--- src/rtl/core/hbt_pkg.sv ---
// Package for the hex/binary text-to-bytes converter.
// Holds payload and queue-entry structs, mode/phase/error codes and command text.
// No dependencies.
package hbt_pkg;

  // Queue depth between the front and back sections.
  localparam int unsigned QueueDepth = 4;

  // Mode codes, as written to the start_mode register.
  typedef enum logic [1:0] {
    MD_HEX    = 2'd0,
    MD_BIN    = 2'd1,
    MD_HEX_LE = 2'd2,
    MD_BIN_LE = 2'd3
  } hbt_mode_e;

  // Parser phase.
  typedef enum logic [1:0] {
    PH_NORMAL  = 2'd0,
    PH_COMMENT = 2'd1,
    PH_COMMAND = 2'd2
  } hbt_phase_e;

  // Error kinds.
  typedef enum logic [1:0] {
    ERR_CMD_IN_BYTE = 2'd0,
    ERR_BAD_CMD     = 2'd1,
    ERR_BAD_CHAR    = 2'd2
  } hbt_err_e;

  // Characters of interest.
  localparam logic [7:0] ChSpace = 8'h20;
  localparam logic [7:0] ChTab   = 8'h09;
  localparam logic [7:0] ChNl    = 8'h0a;
  localparam logic [7:0] ChDot   = 8'h2e;
  localparam logic [7:0] ChSemi  = 8'h3b;
  localparam logic [7:0] ChUnder = 8'h5f;
  localparam logic [7:0] ChLowB  = 8'h62;

  // Command text after the dot (long forms); character 0 sits in the top element.
  localparam logic [16:0][7:0] HexCmd = {"format hex", "_little"};
  localparam logic [19:0][7:0] BinCmd = {"format binary", "_little"};

  // Command lengths: short form (big mode) and long form (little mode).
  localparam logic [4:0] HexShortLen = 5'd10;
  localparam logic [4:0] HexLongLen  = 5'd17;
  localparam logic [4:0] BinShortLen = 5'd13;
  localparam logic [4:0] BinLongLen  = 5'd20;
  // Position where hex and binary commands diverge.
  localparam logic [4:0] CandPos     = 5'd7;

  // Input payload.
  typedef struct packed {
    logic [7:0] text_char;
    logic       last_char;
  } hbt_in_t;

  // Output payload.
  typedef struct packed {
    logic       byte_valid;
    logic [7:0] out_byte;
    logic       error_flag;
    logic [1:0] error_kind;
    logic       stream_end;
  } hbt_out_t;

  // Character class, filled in by the front section.
  typedef struct packed {
    logic       is_ws;
    logic       is_nl;
    logic       is_dot;
    logic       is_semi;
    logic       hex_ok;
    logic [3:0] hex_val;
    logic       bin_ok;
  } hbt_class_t;

  // Queue entry.
  typedef struct packed {
    logic [7:0] text_char;
    logic       last_char;
    hbt_class_t cls;
  } hbt_item_t;

  // Queue status toward the back section.
  typedef struct packed {
    logic full;
    logic empty;
  } hbt_q_status_t;

  // Expected command character at a match position for a candidate.
  function automatic logic [7:0] cmd_char(logic cand, logic [4:0] idx);
    logic [7:0] ch;
    ch = 8'h00;
    if (cand) begin
      if (idx < BinLongLen) ch = BinCmd[5'(BinLongLen - 5'd1 - idx)];
    end else begin
      if (idx < HexLongLen) ch = HexCmd[5'(HexLongLen - 5'd1 - idx)];
    end
    return ch;
  endfunction

endpackage

--- src/rtl/core/hbt_front.sv ---
// Front section: takes input characters and classifies them for the back section.
// Depends on hbt_pkg.
module hbt_front
  import hbt_pkg::*;
(
  input  logic          in_valid_i,
  output logic          in_ready_o,
  input  hbt_in_t       in_data_i,
  input  hbt_q_status_t q_status_i,
  output logic          push_o,
  output hbt_item_t     item_o
);

  logic [7:0] ch;

  assign ch         = in_data_i.text_char;
  assign in_ready_o = !q_status_i.full;
  assign push_o     = in_valid_i && !q_status_i.full;

  // Character classification
  always_comb begin
    item_o               = '0;
    item_o.text_char     = ch;
    item_o.last_char     = in_data_i.last_char;
    item_o.cls.is_nl     = (ch == ChNl);
    item_o.cls.is_ws     = (ch == ChSpace) || (ch == ChTab) || (ch == ChNl);
    item_o.cls.is_dot    = (ch == ChDot);
    item_o.cls.is_semi   = (ch == ChSemi);
    item_o.cls.bin_ok    = (ch == 8'h30) || (ch == 8'h31);
    if (ch >= 8'h30 && ch <= 8'h39) begin
      item_o.cls.hex_ok  = 1'b1;
      item_o.cls.hex_val = ch[3:0];
    end else if ((ch >= 8'h61 && ch <= 8'h66) || (ch >= 8'h41 && ch <= 8'h46)) begin
      item_o.cls.hex_ok  = 1'b1;
      item_o.cls.hex_val = 4'(ch[2:0] + 3'd1) | 4'h8;  // a..f -> 10..15
    end
  end

endmodule

--- src/rtl/core/hbt_queue.sv ---
// Short queue of classified characters between the front and back sections.
// Depends on hbt_pkg.
module hbt_queue
  import hbt_pkg::*;
#(
  parameter int unsigned Depth = QueueDepth
) (
  input  logic          clk_i,
  input  logic          rst_ni,
  input  logic          push_i,
  input  hbt_item_t     item_i,
  input  logic          pop_i,
  output hbt_item_t     head_o,
  output hbt_q_status_t status_o
);

  localparam int unsigned PtrW = (Depth > 1) ? $clog2(Depth) : 1;
  localparam int unsigned CntW = $clog2(Depth + 1);
  localparam logic [PtrW-1:0] LastPtr = PtrW'(Depth - 1);
  localparam logic [CntW-1:0] FullCnt = CntW'(Depth);

  hbt_item_t       mem_q [Depth];
  logic [PtrW-1:0] wr_ptr_q, wr_ptr_d;
  logic [PtrW-1:0] rd_ptr_q, rd_ptr_d;
  logic [CntW-1:0] cnt_q, cnt_d;
  logic            do_push, do_pop;

  assign status_o.full  = (cnt_q == FullCnt);
  assign status_o.empty = (cnt_q == '0);
  assign do_push        = push_i && !status_o.full;
  assign do_pop         = pop_i && !status_o.empty;
  assign head_o         = mem_q[rd_ptr_q];

  // Pointer and count update
  always_comb begin
    wr_ptr_d = wr_ptr_q;
    rd_ptr_d = rd_ptr_q;
    cnt_d    = cnt_q;
    if (do_push) wr_ptr_d = (wr_ptr_q == LastPtr) ? '0 : PtrW'(wr_ptr_q + 1'b1);
    if (do_pop)  rd_ptr_d = (rd_ptr_q == LastPtr) ? '0 : PtrW'(rd_ptr_q + 1'b1);
    if (do_push && !do_pop)      cnt_d = CntW'(cnt_q + 1'b1);
    else if (!do_push && do_pop) cnt_d = CntW'(cnt_q - 1'b1);
  end

  always_ff @(posedge clk_i or negedge rst_ni) begin
    if (!rst_ni) begin
      wr_ptr_q <= '0;
      rd_ptr_q <= '0;
      cnt_q    <= '0;
    end else begin
      wr_ptr_q <= wr_ptr_d;
      rd_ptr_q <= rd_ptr_d;
      cnt_q    <= cnt_d;
    end
  end

  // Entry storage
  always_ff @(posedge clk_i) begin
    if (do_push) mem_q[wr_ptr_q] <= item_i;
  end

endmodule

--- src/rtl/core/hbt_back.sv ---
// Back section: parser state machine, byte packing, error latch and output register.
// Depends on hbt_pkg.
module hbt_back
  import hbt_pkg::*;
(
  input  logic          clk_i,
  input  logic          rst_ni,
  input  logic          cfg_valid_i,
  input  logic [1:0]    cfg_data_i,
  input  hbt_item_t     head_i,
  input  hbt_q_status_t q_status_i,
  output logic          pop_o,
  output logic          out_valid_o,
  input  logic          out_ready_i,
  output hbt_out_t      out_data_o
);

  hbt_mode_e  start_q, start_d;
  hbt_mode_e  mode_q, mode_d;
  hbt_phase_e phase_q, phase_d;
  logic [2:0] dpos_q, dpos_d;
  logic [7:0] pbyte_q, pbyte_d;
  logic [4:0] idx_q, idx_d;
  logic       cand_q, cand_d;
  logic       err_q, err_d;
  logic       out_valid_q, out_valid_d;
  hbt_out_t   out_data_q, out_data_d;

  // Step results for the head character
  hbt_mode_e  s_mode;
  hbt_phase_e s_phase;
  logic [2:0] s_dpos;
  logic [7:0] s_pbyte;
  logic [4:0] s_idx;
  logic       s_cand;
  logic       s_got;
  logic [7:0] s_byte;
  logic       s_err;
  hbt_err_e   s_kind;
  logic       s_emit;

  logic       do_plain;
  logic       cand_now;
  logic [4:0] short_len, long_len;
  logic [4:0] idx_inc;
  logic       hex_hi;
  logic [2:0] bit_pos;
  logic [7:0] nib_word;
  logic [7:0] bit_word;
  logic       last;
  logic [7:0] ch;

  assign pop_o       = !q_status_i.empty && (!out_valid_q || out_ready_i);
  assign out_valid_o = out_valid_q;
  assign out_data_o  = out_data_q;
  assign last        = head_i.last_char;
  assign ch          = head_i.text_char;

  // Per-character parse step
  always_comb begin
    s_mode    = mode_q;
    s_phase   = phase_q;
    s_dpos    = dpos_q;
    s_pbyte   = pbyte_q;
    s_idx     = idx_q;
    s_cand    = cand_q;
    s_got     = 1'b0;
    s_byte    = 8'h00;
    s_err     = 1'b0;
    s_kind    = ERR_CMD_IN_BYTE;
    do_plain  = 1'b0;
    cand_now  = (idx_q == CandPos) ? (ch == ChLowB) : cand_q;
    short_len = cand_now ? BinShortLen : HexShortLen;
    long_len  = cand_now ? BinLongLen : HexLongLen;
    idx_inc   = 5'(idx_q + 5'd1);
    hex_hi    = 1'b0;
    bit_pos   = 3'd0;
    nib_word  = 8'h00;
    bit_word  = 8'h00;

    unique case (phase_q)
      PH_COMMENT: begin
        if (head_i.cls.is_nl) s_phase = PH_NORMAL;
      end
      PH_COMMAND: begin
        s_cand = cand_now;
        if (idx_q == short_len && ch != ChUnder) begin
          // Short form done: big mode, character goes on as text
          s_mode   = cand_now ? MD_BIN : MD_HEX;
          s_phase  = PH_NORMAL;
          s_idx    = '0;
          do_plain = 1'b1;
        end else if (idx_q < long_len && ch == cmd_char(cand_now, idx_q)) begin
          s_idx = idx_inc;
          if (idx_inc == long_len) begin
            s_mode  = cand_now ? MD_BIN_LE : MD_HEX_LE;
            s_phase = PH_NORMAL;
            s_idx   = '0;
          end
        end else begin
          s_err  = 1'b1;
          s_kind = (idx_q < short_len) ? ERR_BAD_CMD : ERR_BAD_CHAR;
        end
      end
      default: do_plain = 1'b1;
    endcase

    // Ordinary text
    if (do_plain) begin
      if (head_i.cls.is_ws) begin
        s_got = 1'b0;
      end else if (head_i.cls.is_dot) begin
        if (dpos_q != 3'd0) begin
          s_err  = 1'b1;
          s_kind = ERR_CMD_IN_BYTE;
        end else begin
          s_phase = PH_COMMAND;
          s_idx   = '0;
          s_cand  = 1'b0;
        end
      end else if (head_i.cls.is_semi) begin
        s_phase = PH_COMMENT;
      end else if (s_mode == MD_HEX || s_mode == MD_HEX_LE) begin
        if (!head_i.cls.hex_ok) begin
          s_err  = 1'b1;
          s_kind = ERR_BAD_CHAR;
        end else begin
          hex_hi   = (s_mode == MD_HEX) ? !dpos_q[0] : dpos_q[0];
          nib_word = hex_hi ? {head_i.cls.hex_val, 4'h0} : {4'h0, head_i.cls.hex_val};
          s_pbyte  = pbyte_q | nib_word;
          if (dpos_q[0]) begin
            s_got   = 1'b1;
            s_byte  = s_pbyte;
            s_pbyte = 8'h00;
            s_dpos  = 3'd0;
          end else begin
            s_dpos  = 3'd1;
          end
        end
      end else begin
        if (!head_i.cls.bin_ok) begin
          s_err  = 1'b1;
          s_kind = ERR_BAD_CHAR;
        end else begin
          bit_pos  = (s_mode == MD_BIN) ? 3'(3'd7 - dpos_q) : dpos_q;
          bit_word = 8'(ch[0]) << bit_pos;
          s_pbyte  = pbyte_q | bit_word;
          if (dpos_q == 3'd7) begin
            s_got   = 1'b1;
            s_byte  = s_pbyte;
            s_pbyte = 8'h00;
            s_dpos  = 3'd0;
          end else begin
            s_dpos  = 3'(dpos_q + 3'd1);
          end
        end
      end
    end

    // Text ends inside a command
    if (!s_err && last && s_phase == PH_COMMAND) begin
      if (s_idx == (s_cand ? BinShortLen : HexShortLen)) begin
        s_mode = s_cand ? MD_BIN : MD_HEX;
      end else begin
        s_err  = 1'b1;
        s_kind = (s_idx < (s_cand ? BinShortLen : HexShortLen)) ? ERR_BAD_CMD : ERR_BAD_CHAR;
      end
    end

    if (s_err) begin
      s_got  = 1'b0;
      s_byte = 8'h00;
    end

    s_emit = s_got || s_err || last;

    // Stream end clears the parse state
    if (last) begin
      s_dpos  = 3'd0;
      s_pbyte = 8'h00;
      s_phase = PH_NORMAL;
      s_idx   = '0;
      s_cand  = 1'b0;
      s_mode  = start_q;
    end
  end

  // Next state
  always_comb begin
    start_d = start_q;
    mode_d  = mode_q;
    phase_d = phase_q;
    dpos_d  = dpos_q;
    pbyte_d = pbyte_q;
    idx_d   = idx_q;
    cand_d  = cand_q;
    err_d   = err_q;
    if (pop_o && !err_q) begin
      mode_d  = s_mode;
      phase_d = s_phase;
      dpos_d  = s_dpos;
      pbyte_d = s_pbyte;
      idx_d   = s_idx;
      cand_d  = s_cand;
      err_d   = s_err;
    end
    if (cfg_valid_i) begin
      start_d = hbt_mode_e'(cfg_data_i);
      mode_d  = hbt_mode_e'(cfg_data_i);
    end
  end

  // Output register
  always_comb begin
    out_valid_d = out_valid_q;
    out_data_d  = out_data_q;
    if (pop_o && !err_q && s_emit) begin
      out_valid_d           = 1'b1;
      out_data_d.byte_valid = s_got;
      out_data_d.out_byte   = s_byte;
      out_data_d.error_flag = s_err;
      out_data_d.error_kind = s_err ? s_kind : ERR_CMD_IN_BYTE;
      out_data_d.stream_end = last;
    end else if (out_ready_i) begin
      out_valid_d = 1'b0;
    end
  end

  always_ff @(posedge clk_i or negedge rst_ni) begin
    if (!rst_ni) begin
      start_q     <= MD_HEX;
      mode_q      <= MD_HEX;
      phase_q     <= PH_NORMAL;
      dpos_q      <= 3'd0;
      pbyte_q     <= 8'h00;
      idx_q       <= '0;
      cand_q      <= 1'b0;
      err_q       <= 1'b0;
      out_valid_q <= 1'b0;
    end else begin
      start_q     <= start_d;
      mode_q      <= mode_d;
      phase_q     <= phase_d;
      dpos_q      <= dpos_d;
      pbyte_q     <= pbyte_d;
      idx_q       <= idx_d;
      cand_q      <= cand_d;
      err_q       <= err_d;
      out_valid_q <= out_valid_d;
    end
  end

  always_ff @(posedge clk_i) begin
    out_data_q <= out_data_d;
  end

endmodule

--- src/rtl/core/hex_binary_text_to_bytes_top.sv ---
// Top level of the hex/binary text-to-bytes converter.
// Depends on hbt_pkg, hbt_front, hbt_queue and hbt_back.
//
// Converts a stream of text characters, one per transfer, into bytes. Hex mode
// packs two digits per byte, binary mode eight; '.format hex' and '.format binary'
// select the high-first modes, the same commands with a '_little' suffix the
// low-first modes, ';' starts a comment to end of line, and whitespace is skipped.
// The block takes one character per clock while the output is not stalled; a character
// is written into the queue when accepted, and the parser step loads its result into
// the output register when the character is popped from the queue head. The queue of
// QueueDepth entries between the classifier and the parser absorbs output stalls. The
// first error is reported once and silences the block until reset. The user must write
// the mode register through the cfg channel only while no character is in flight;
// the block itself does not enforce it.
module hex_binary_text_to_bytes_top
  import hbt_pkg::*;
#(
  parameter int unsigned QDepth = QueueDepth
) (
  input  logic       clk_i,
  input  logic       rst_ni,
  input  logic       cfg_valid_i,
  output logic       cfg_ready_o,
  input  logic [1:0] cfg_data_i,
  input  logic       in_valid_i,
  output logic       in_ready_o,
  input  hbt_in_t    in_data_i,
  output logic       out_valid_o,
  input  logic       out_ready_i,
  output hbt_out_t   out_data_o
);

  hbt_q_status_t q_status;
  hbt_item_t     push_item, head_item;
  logic          push, pop;

  assign cfg_ready_o = 1'b1;

  hbt_front u_front (
    .in_valid_i (in_valid_i),
    .in_ready_o (in_ready_o),
    .in_data_i  (in_data_i),
    .q_status_i (q_status),
    .push_o     (push),
    .item_o     (push_item)
  );

  hbt_queue #(
    .Depth (QDepth)
  ) u_queue (
    .clk_i    (clk_i),
    .rst_ni   (rst_ni),
    .push_i   (push),
    .item_i   (push_item),
    .pop_i    (pop),
    .head_o   (head_item),
    .status_o (q_status)
  );

  hbt_back u_back (
    .clk_i       (clk_i),
    .rst_ni      (rst_ni),
    .cfg_valid_i (cfg_valid_i),
    .cfg_data_i  (cfg_data_i),
    .head_i      (head_item),
    .q_status_i  (q_status),
    .pop_o       (pop),
    .out_valid_o (out_valid_o),
    .out_ready_i (out_ready_i),
    .out_data_o  (out_data_o)
  );

  // A reported error silences all later results
  a_err_silences: assert property (@(posedge clk_i) disable iff (!rst_ni)
    out_valid_o && out_ready_i && out_data_o.error_flag |=> !out_valid_o)
    else $error("result delivered after an error");

  // A result carries a byte, an error or the stream end, never byte and error together
  a_result_kind: assert property (@(posedge clk_i) disable iff (!rst_ni)
    out_valid_o |-> (out_data_o.byte_valid || out_data_o.error_flag ||
                     out_data_o.stream_end) &&
                    !(out_data_o.byte_valid && out_data_o.error_flag))
    else $error("malformed result");

  // Unused fields are zero
  a_zero_fields: assert property (@(posedge clk_i) disable iff (!rst_ni)
    out_valid_o |-> (out_data_o.byte_valid || out_data_o.out_byte == 8'h00) &&
                    (out_data_o.error_flag || out_data_o.error_kind == 2'd0))
    else $error("unused result field not cleared");

endmodule

--- config.mk ---
export PLATFORM = sky130hd
export DESIGN_NAME = hex_binary_text_to_bytes_top
export DESIGN_NICKNAME = d
export VERILOG_FILES = /design/src/rtl/core/hbt_pkg.sv /design/src/rtl/core/hbt_front.sv /design/src/rtl/core/hbt_queue.sv /design/src/rtl/core/hbt_back.sv /design/src/rtl/core/hex_binary_text_to_bytes_top.sv
export SDC_FILE = /design/constraint.sdc
export NUM_CORES = 1
export LEC_CHECK = 0
export BUFFER_PORTS_ARGS = -buffer_cell sky130_fd_sc_hd__buf_2
export CAP_MARGIN = 20
export CORE_MARGIN = 2
export CORE_UTILIZATION = 50
export CTS_CLUSTER_SIZE = 20
export DETAILED_ROUTE_END_ITERATION = 12
export GPL_ROUTABILITY_DRIVEN = 0
export PLACE_DENSITY = 0.75
export SETUP_SLACK_MARGIN = 0.1
export SYNTH_ARGS = -nofsm -noshare
export SYNTH_HDL_FRONTEND = slang
export SYNTH_HIERARCHICAL = 1
export SYNTH_SLANG_ARGS = --single-unit
--- constraint.sdc ---
create_clock -name clk_i -period 5.8 [get_ports clk_i]
set_input_delay 1.45 -clock clk_i [delete_from_list [all_inputs] [get_ports clk_i]]
set_output_delay 1.45 -clock clk_i [all_outputs]
set_load 0.01 [all_outputs]
==> reports/qor.yml, run 1 <==
worst_setup_path:
  crit_path_top_delay_cell: "or4b_4"
  start_kind: "flop"
  cp_num_cells: 21
  crit_end: "u_back/out_data_o[2]"
  startpoint: "u_queue/rd_ptr_q[0]"
  crit_chain: "buf_4 > mux4_2 > nor4_4 > nand4_2 > nand2_1 > inv_1 > ha_1 > a21boi_0 > or3_1 > a21o_1 > or4_4 > nor3_1 > buf_4 > o21ai_0 > a32oi_1 > nor2_1 > ha_1 > nand3_1 > or4b_4 > and3b_1 > a21o_1"
  crit_path_end_kind: "flop"
  crit_arrival_ns: 5.61
  reg2reg_slack_ns: 0.36
  crit_required_ns: 5.97
  rr_worst_depth: 21
  crit_type: "reg -> reg"
  path_delay_family: "simple AND/OR/NAND/NOR gates"
  rr_startpoint: "u_queue/rd_ptr_q[0]"
  r2r-end: "u_back/out_data_o[2]"
  cpPeakStageDelay_ns: 0.58
  critical_path_buf_inv_count: 3
  path_max_fanout: 6
logic_synthesis:
  synth_area_um2: 7597
  synth_nets: 715
  syn_avg_cell_area_um2: 11.41
  synth_flop_cell: "edfxtp_1"
  ys_seq_area_share_pct: 45.72
  ys_types: 96
  ys.warnings.count: 6
  yosys_register_bits: 121
  synth_edf_count: 89
  synthArstFlopShare_pct: 26.45
  syn-instance-count: 666
sta:
  timing.fmax_ghz: 0.1838
  fin_skew_ns: 0.007566
  tns_ns: 0
  fin_crit_ns: 5.442
  worst_pin_slew_ns: 1.022
  slew_viol_final: 0
  rsz0062_at_grt: "no"
  fin_crit_sh_pct: 93.82
  hold_viol_final: 0
  finalSetupViolCount: 0
  slew_headroom_pct: 31.85
cts:
  cts_buffer_depth: 2
  cts_buffers: 17
  cts_max_level: 4
  cts-root-buf: "clkbuf_16"
  cts_tree: "yes"
  clk_pin_slew_ns: 0.05
  clk_latency_ns: 0.42
  cts_sinks: 121
  ctsHoldBuffers: 0
power:
  pwr-share-seq_pct: 36.0
  vdd_ir_drop_max_v: 0.0004773
  p_leak_nw: 3.109
  powerDensity_nw_per_um2: 380.7
  power_mw: 3.245
  clkPwrFrac_pct: 34.0
  switching_share_pct: 31.84
  pwr-share-comb_pct: 30.0
  switching_power_mw: 1.033
  p_int_mw: 2.212
detailed_routing:
  drtIter0Drc: 514
  firstDrtPassIters: 6
  vias_per_cell: 6.408
  vias: 5716
  drc_errors: 0
  ant_nets: 0
  totalWireLength_mm: 17.83
  wl_per_cell_um: 19.99
finish:
  final_common_cell: "edfxtp_1"
  mostFrequentLayoutCells: "89 x edfxtp_1, 40 x nand2_1, 35 x nor2_1"
  fin_nets: 740
  drive_gt1_share_pct: 19.89
  area_delta_synth_final_pct: 12.20
  antennaDiodeCount: 0
place:
  port_buffers: 30
  dp.final_hpwl_mm: 12.41
die:
  die_h_um: 127.3
  die_w_um: 127.3
  dieArea_um2: 16200
  core_region_area_um2: 15030
  fp-row-count: 45
  start_util_pct: 50.54
  ios: 32
grt:
  grt_first_pass_wirelength_mm: 28.88
  grt_max_degree: 33
  grt_pass1_vias: 5546
  track_usage_pct: 22.82
  antenna_found_initial: 0
  overflow: 0
hold_path:
  hold_class: "reg -> reg"
run:
  drv_cap: 0
run_status:
  status: "finished clean"
## registers in the layout, indices dropped and copies added, names as in the netlist
register / count
u_back/dpos_q: 3
u_queue/wr_ptr_q: 2
u_back/start_q: 2
u_queue/cnt_q: 3
u_back/out_valid_o: 1
u_back/out_data_o: 13
u_back/pbyte_q: 8
u_back/err_q: 1
u_back/cand_q: 1
u_queue/rd_ptr_q: 2
u_queue/mem_q: 76
u_back/phase_q: 2
u_back/mode_q: 2
u_back/idx_q: 5
## how the worst min path moves through the flow
stage | to | startpoint | depth (start not counted)
finish | u_back/pbyte_q[3] | u_back/pbyte_q[3] | 1
global route | u_back/pbyte_q[5] | u_back/pbyte_q[5] | 1
CTS | u_back/pbyte_q[3] | u_back/pbyte_q[3] | 1
detailed placement | u_back/pbyte_q[1] | u_back/pbyte_q[1] | 1
global placement | u_back/pbyte_q[1] | u_back/pbyte_q[1] | 1
floorplan | u_back/pbyte_q[0] | u_back/pbyte_q[0] | 1
## metal layers
metal	wire length (µm)	up-vias	GRT usage, %
met3	1352	44	5.821
met4	401	0	8.533
met1	7422	2778	30.42
met5	0	-	0
li1	-	2606	-
met2	8656	288	36.27
## Yosys cell counts (6+ instances only)
cell type  count  area share [%]
and2_1        15             1.2
a41oi_1        9             1.0
edfxtp_1      89              35
nor4_1         6            0.49
inv_1         25             1.2
nand4_1        7            0.58
dfrtp_1       32              11
ha_1          32             5.3
clkbuf_1      13            0.64
nor2_1        35             1.7
o21a_1        15             1.5
nand2b_1      11            0.91
a21boi_0       9            0.89
mux2i_1        9             1.2
o211ai_1       7            0.69
nor2b_1       13             1.1
buf_2         15            0.99
buf_4         14             1.4
xor2_1        12             1.4
o21ai_0       23             1.5
nand3b_1       6            0.59
nor3_1        15            0.99
a31oi_1       10            0.82
mux4_2        19             5.6
a21oi_1       30             2.0
a21o_1         7            0.69
nand3_1       19             1.3
nand2_1       40             2.0
mux2_2         8             1.2
a22o_1         6            0.69
## layout make-up
type                       count  area, µm²
clock buffer                  17      425.4
clock inverter                15      196.4
fill                        1193       6509
inverter                      27      101.3
multi-input combinational    473       3784
sequential                   121       3475
tap                          188      235.2
timing repair buffer          51      307.8
## kinds of logic after synthesis
| logic type | count (synthesis) | share of synthesized area [%] |
|---|---|---|
| compound gates | 177 | 17.36 |
| xor+xnor | 19 | 2.536 |
| fa+ha+maj | 33 | 5.534 |
| buf+inv | 73 | 4.743 |
| flops | 121 | 45.72 |
| mux | 41 | 8.844 |
| other cells | 1 | 0.04936 |
| simple gates | 201 | 15.22 |
## per-stage QoR
stage                     util [%]  instances  instance area, µm²  worst slack (ns)  hold slack, ns
after CTS                    56.31        886                8466            0.2601          0.5068
final                        56.70        892                8524            0.3585          0.5013
after detailed placement     52.18        854                7844            0.2603          0.4849
after global placement       52.18        854                7844            0.4266          0.4833
after floorplan                  -        666                7597            0.1045          0.4647
after global routing         56.70        892                8524           0.03647          0.5167
## timing repair
| item | in CTS | in global routing |
|---|---|---|
| setup buffers | 0 | 5 |
| setup endpoints to repair | 0 | 12 |
| gates resized for setup | 0 | 2 |
## power groups by stage
stage / Combinational [mW] / Clock [mW] / Sequential, mW
6_report: 0.973 / 1.10 / 1.17
5_1_grt: 1.05 / 1.17 / 1.18
4_1_cts: 0.937 / 1.12 / 1.17
3_5_place_dp: 0.918 / 0 / 1.19
3_3_place_gp: 0.881 / 0 / 1.18
2_1_floorplan: 0.723 / 0 / 1.15
Note: power is estimated with default switching activity, not from simulation.
==> run 2, diff against run 1 <==
- ABC_AREA: unset -> 1
- CTS_CLUSTER_DIAMETER: unset -> 100
==> reports/qor.yml, run 2 <==
logic_synthesis:
  ys_top_cells_by_count: "322 x nand2_1, 133 x inv_1, 89 x edfxtp_1"
  synthTopCellsByArea: "edfxtp_1 35%, nand2_1 16%, dfrtp_1 10%"
  ys_types: 52
  ys_seq_area_share_pct: 44.95
  synth_compound_area_share_pct: 9.764
  synth_simple_gate_area_share_pct: 28.29
  syn-instance-count: 941
  synthArstFlopShare_pct: 26.45
  synth.top_cell.area_share_pct: 34.59
  synth_edf_count: 89
  yosysTopAreaCell: "edfxtp_1"
  synthMuxAreaShare_pct: 0
  synth-xor-area-share_pct: 0.9067
  synth_area_um2: 7727
  synth.most_common_cell: "nand2_1"
  synth_flop_cell: "edfxtp_1"
  syn_avg_cell_area_um2: 8.212
  synth_top_family_by_area: "simple AND/OR/NAND/NOR gates"
  synth_nets: 990
  ys.warnings.count: 6
  synth_fa_ha_area_share_pct: 5.440
  yosys_register_bits: 121
worst_setup_path:
  crit_required_ns: 5.86
  crit_path_top_delay_cell: "dfrtp_1"
  start_kind: "flop"
  startpoint: "u_queue/rd_ptr_q[1]"
  cpPeakStageDelay_ns: 0.67
  cpMostUsedCell: "nand2_1"
  crit_arrival_ns: 5.14
  crit_path_end_kind: "flop"
  crit_type: "reg -> reg"
  rr_startpoint: "u_queue/rd_ptr_q[1]"
  path_max_fanout: 19
cts:
  cts_resized: 0
  cts_tree: "yes"
  ctsHoldBuffers: 0
  cts_sinks: 121
  cts-root-buf: "clkbuf_16"
  cts_buffer_depth: 2
  cts_max_level: 4
  post-cts-setup-buffer-count: 0
  cts_buffers: 17
  clk_pin_slew_ns: 0.06
  clk_latency_ns: 0.42
die:
  dieArea_um2: 16460
  die_w_um: 128.3
  die_h_um: 128.3
  ios: 32
  core_region_area_um2: 15150
  start_util_pct: 51.02
  fp-row-count: 45
hold_path:
  hold_class: "reg -> reg"
  hold_start: "u_back/err_q"
power:
  powerDensity_nw_per_um2: 389.0
  vdd_ir_drop_max_v: 0.0003143
  p_leak_nw: 4.075
detailed_routing:
  wl_per_cell_um: 14.19
  firstDrtPassIters: 5
  ant_nets: 0
  vias: 6107
  drc_errors: 0
  totalWireLength_mm: 16.60
  drtIter0Drc: 462
  vias_per_cell: 5.220
sta:
  worst_pin_slew_ns: 0.7495
  timing.fmax_ghz: 0.1968
  fin_crit_sh_pct: 87.60
  rsz0062_at_grt: "no"
  tns_ns: 0
  slew_viol_final: 0
  fin_skew_ns: 0.008227
  fin_crit_ns: 5.081
  hold_viol_final: 0
  finalSetupViolCount: 0
  slew_headroom_pct: 49.80
  layout_setup_ws_ns: 0.7190
finish:
  drive_gt1_share_pct: 14.97
  regMostFlops: "u_queue/mem_q"
  final_common_cell: "nand2_1"
  area_delta_synth_final_pct: 9.877
  mostFrequentLayoutCells: "322 x nand2_1, 133 x inv_1, 89 x edfxtp_1"
  fin_nets: 1018
  largest_register_ffs: 76
  antennaDiodeCount: 0
  fin_area_um2: 8491
  n_fill_cell: 1338
grt:
  antenna_found_initial: 0
  grt_pass1_vias: 5641
  overflow: 0
  grt_max_degree: 51
  track_usage_pct: 20.96
  grt_first_pass_wirelength_mm: 27.05
place:
  dp.final_hpwl_mm: 11.82
  pre_cts_slack_ns: 0.5475
  place_area_um2: 7936
  port_buffers: 30
run:
  drv_cap: 0
run_status:
  status: "finished clean"
==> run 2: changes by cell type after synthesis, sizes merged, moves of 14 or more <==
cell	change
mux4	-19
o21a	-15
and2	-14
a21oi	-20
nand2	+297
inv	+125
nand3	+53
o211ai	+36
nor2	+24
==> run 2: final cells by class <==
| cell class | count | area (µm²) | share of cell area, % |
|---|---|---|---|
| sequential | 121 | 3477 | 40.95 |
| timing repair buffer | 36 | 195.2 | 2.299 |
| multi-input combinational | 636 | 3435 | 40.45 |
| clock buffer | 18 | 429.2 | 5.055 |
| inverter | 157 | 596.8 | 7.029 |
| tap | 188 | 235.2 | 2.770 |
| clock inverter | 14 | 122.6 | 1.444 |
==> run 2: critical path, delay by kind of cell (launching register included) <==
family	cells	cell delay [ns]
AO/OA/AOI/OAI	4	0.70
adder cells (fa/ha/maj)	2	0.61
buffers and inverters	7	1.04
flip-flops	1	0.67
AND/OR/NAND/NOR	14	1.68
==> run 2: where the power goes <==
part           switching (mW)  internal (mW)
logic                   0.772          0.367
registers               0.118           1.08
clock network           0.382          0.588
total                    1.27           2.03
==> run 2: worst paths after layout <==
kind,end,slack [ns],depth (start not counted)
setup / recovery,u_back/out_data_o[4],0.72,27
hold / removal,u_back/err_q,0.46,2
setup reg to reg,u_back/out_data_o[4],0.72,27
hold reg to reg,u_back/err_q,0.46,2
max in group asynchronous,u_queue/rd_ptr_q[0],4.14,1
min in group asynchronous,u_back/pbyte_q[0],1.10,1
==> run 2: kinds of logic after synthesis <==
family | count (synthesis)
other | 1
buffers and inverters | 184
xor gates and xnor gates | 8
and+or+nand+nor | 495
AOI/OAI and AO/OA | 99
DFF | 121
adders and majority gates | 33
==> run 2: layer usage <==
| metal | wire [µm] | track usage (%) | share of wire (%) | vias to the layer above |
|---|---|---|---|---|
| li1 | - | - | - | 3109 |
| met1 | 7873 | 28.32 | 47 | 2821 |
| met2 | 7721 | 33.98 | 47 | 156 |
| met3 | 769 | 4.382 | 4.6 | 21 |
| met4 | 237 | 6.787 | 1.4 | 0 |
| met5 | 0 | 0 | 0 | - |
==> run 2: metrics by stage <==
step                cells  power [mW]  hold WS, ns  utilization, %
floorplan             941       2.120       0.4215               -
global route         1170       3.514       0.4853           56.06
detailed placement   1138       2.341       0.4541           52.40
finish               1170       3.303       0.4615           56.06
global placement     1138       2.314       0.4467           52.40
CTS                  1170       3.314       0.4667           56.04
==> run 3, diff against run 2 <==
- ABC_AREA: 1 -> unset
- CORE_ASPECT_RATIO: unset -> 1.2
- SLEW_MARGIN: unset -> 30
==> reports/qor.yml, run 3 (synthesis gave the netlist of run 1 again) <==
place:
  numPlacedInstances: 871
  dp.final_hpwl_mm: 12.41
  place_area_um2: 7871
  port_buffers: 30
  pre_cts_slack_ns: 0.1597
die:
  die_h_um: 139.0
  core_region_area_um2: 14900
  start_util_pct: 51.00
  dieArea_um2: 16200
  fp-row-count: 49
  ios: 32
  die_w_um: 116.5
grt:
  grt_pass1_vias: 5574
  antenna_found_initial: 0
  grt_max_degree: 33
  track_usage_pct: 22.47
  overflow: 0
  grt_first_pass_wirelength_mm: 28.26
worst_setup_path:
  crit_required_ns: 5.98
  path_max_fanout: 6
  start_kind: "flop"
  crit_type: "reg -> reg"
  crit_path_top_delay_cell: "mux4_2"
  crit_chain: "buf_6 > mux4_2 > nor4_4 > nand4_2 > nand2_2 > inv_1 > ha_1 > a21boi_0 > or3_1 > a21o_1 > or4_4 > nor3_2 > buf_4 > o21ai_1 > a32oi_1 > nor2_1 > ha_1 > nand3_1 > or4b_4 > and3b_1 > a21o_1"
  crit_arrival_ns: 5.64
  cpPeakStageDelay_ns: 0.56
  crit_path_end_kind: "flop"
cts:
  cts_sinks: 121
  cts_tree: "yes"
  cts-root-buf: "clkbuf_16"
  clk_latency_ns: 0.42
  clk_pin_slew_ns: 0.06
  cts_buffers: 17
  cts_max_level: 4
  cts_buffer_depth: 2
finish:
  fin_area_um2: 8563
  drive_gt1_share_pct: 20.60
  fin_nets: 740
  post-route-util_pct: 57.48
  n_fill_cell: 1163
  final_common_cell: "edfxtp_1"
  mostFrequentLayoutCells: "89 x edfxtp_1, 39 x nand2_1, 35 x nor2_1"
  antennaDiodeCount: 0
  layout.cells.non_filler: 908
  regMostFlops: "u_queue/mem_q"
  largest_register_ffs: 76
  area_delta_synth_final_pct: 12.71
power:
  powerDensity_nw_per_um2: 381.2
  power_mw: 3.264
  vdd_ir_drop_max_v: 0.0003399
  p_leak_nw: 3.108
detailed_routing:
  drc_errors: 0
  vias_per_cell: 6.222
  totalWireLength_mm: 17.57
  ant_nets: 0
  drtIter0Drc: 526
  firstDrtPassIters: 6
  wl_per_cell_um: 19.35
  vias: 5650
sta:
  tns_ns: 0
  finalSetupViolCount: 0
  fin_crit_sh_pct: 94.21
  hold_viol_final: 0
  slew_headroom_pct: 36.94
  slew_viol_final: 0
  whs_ns: 0.4955
  timing.fmax_ghz: 0.1830
  worst_pin_slew_ns: 0.9459
  fin_skew_ns: 0.01174
  layout_setup_ws_ns: 0.3356
  rsz0062_at_grt: "no"
  fin_crit_ns: 5.464
run_status:
  status: "finished clean"
hold_path:
  hold_class: "reg -> reg"
run:
  drv_cap: 0
run 3: changes by cell type in the layout (fill, tap and decap cells not counted), sizes merged, moves of 14 or more:
cell / before / now
mux4: 0 / 19
o211ai: 43 / 7
nand2: 338 / 41
nor2: 59 / 35
o21a: 0 / 15
nand3: 72 / 19
a21oi: 13 / 33
and2: 1 / 15
inv: 155 / 32
buf: 36 / 51
run 3: cell type report:
| type | instances | area, µm² | area share [%] |
|---|---|---|---|
| clock inverters | 14 | 191.4 | 2.236 |
| flip-flops and latches | 121 | 3475 | 40.58 |
| inverters | 27 | 101.3 | 1.184 |
| multi-input cells | 473 | 3800 | 44.37 |
| repair buffers | 51 | 311.5 | 3.638 |
| clock buffers | 18 | 429.2 | 5.012 |
| well taps | 204 | 255.2 | 2.981 |
run 3: worst paths after layout:
path | from | to | cells past startpoint | slack [ns]
max reg2reg | u_queue/rd_ptr_q[0] | u_back/out_data_o[2] | 21 | 0.34
max | u_queue/rd_ptr_q[0] | u_back/out_data_o[2] | 21 | 0.34
min reg2reg | u_back/pbyte_q[0] | u_back/pbyte_q[0] | 1 | 0.50
min in group asynchronous | rst_ni | u_back/pbyte_q[4] | 1 | 1.10
max in group asynchronous | rst_ni | u_queue/rd_ptr_q[0] | 1 | 4.15
min | u_back/pbyte_q[0] | u_back/pbyte_q[0] | 1 | 0.50
run 3: critical path: cells and delay by family, from the launching register on:
family          cells  cell delay, ns
compound gates      5            0.87
fa+ha+maj           2            0.60
buf+inv             3            0.36
flops               1            0.39
mux                 1            0.56
simple gates       10            2.44
run 3: power breakdown:
part	switching (mW)	internal (mW)	total [mW]
logic	0.579	0.411	0.989
registers	0.0720	1.10	1.17
clock network	0.388	0.720	1.11
run 3: what timing repair did:
| action | 4_1_cts | 5_1_grt |
|---|---|---|
| setup endpoints to repair | 0 | 13 |
| buffers inserted | 0 | 4 |
| gates resized for setup | 0 | 7 |
| hold buffers | 0 | 0 |
run 3: routing by layer:
layer / global-route usage, % / up-vias / wire, µm
li1: - / 2596 / -
met1: 28.80 / 2744 / 6911
met2: 37.12 / 270 / 8928
met3: 5.813 / 40 / 1306
met4: 7.080 / 0 / 423
met5: 0 / - / 0
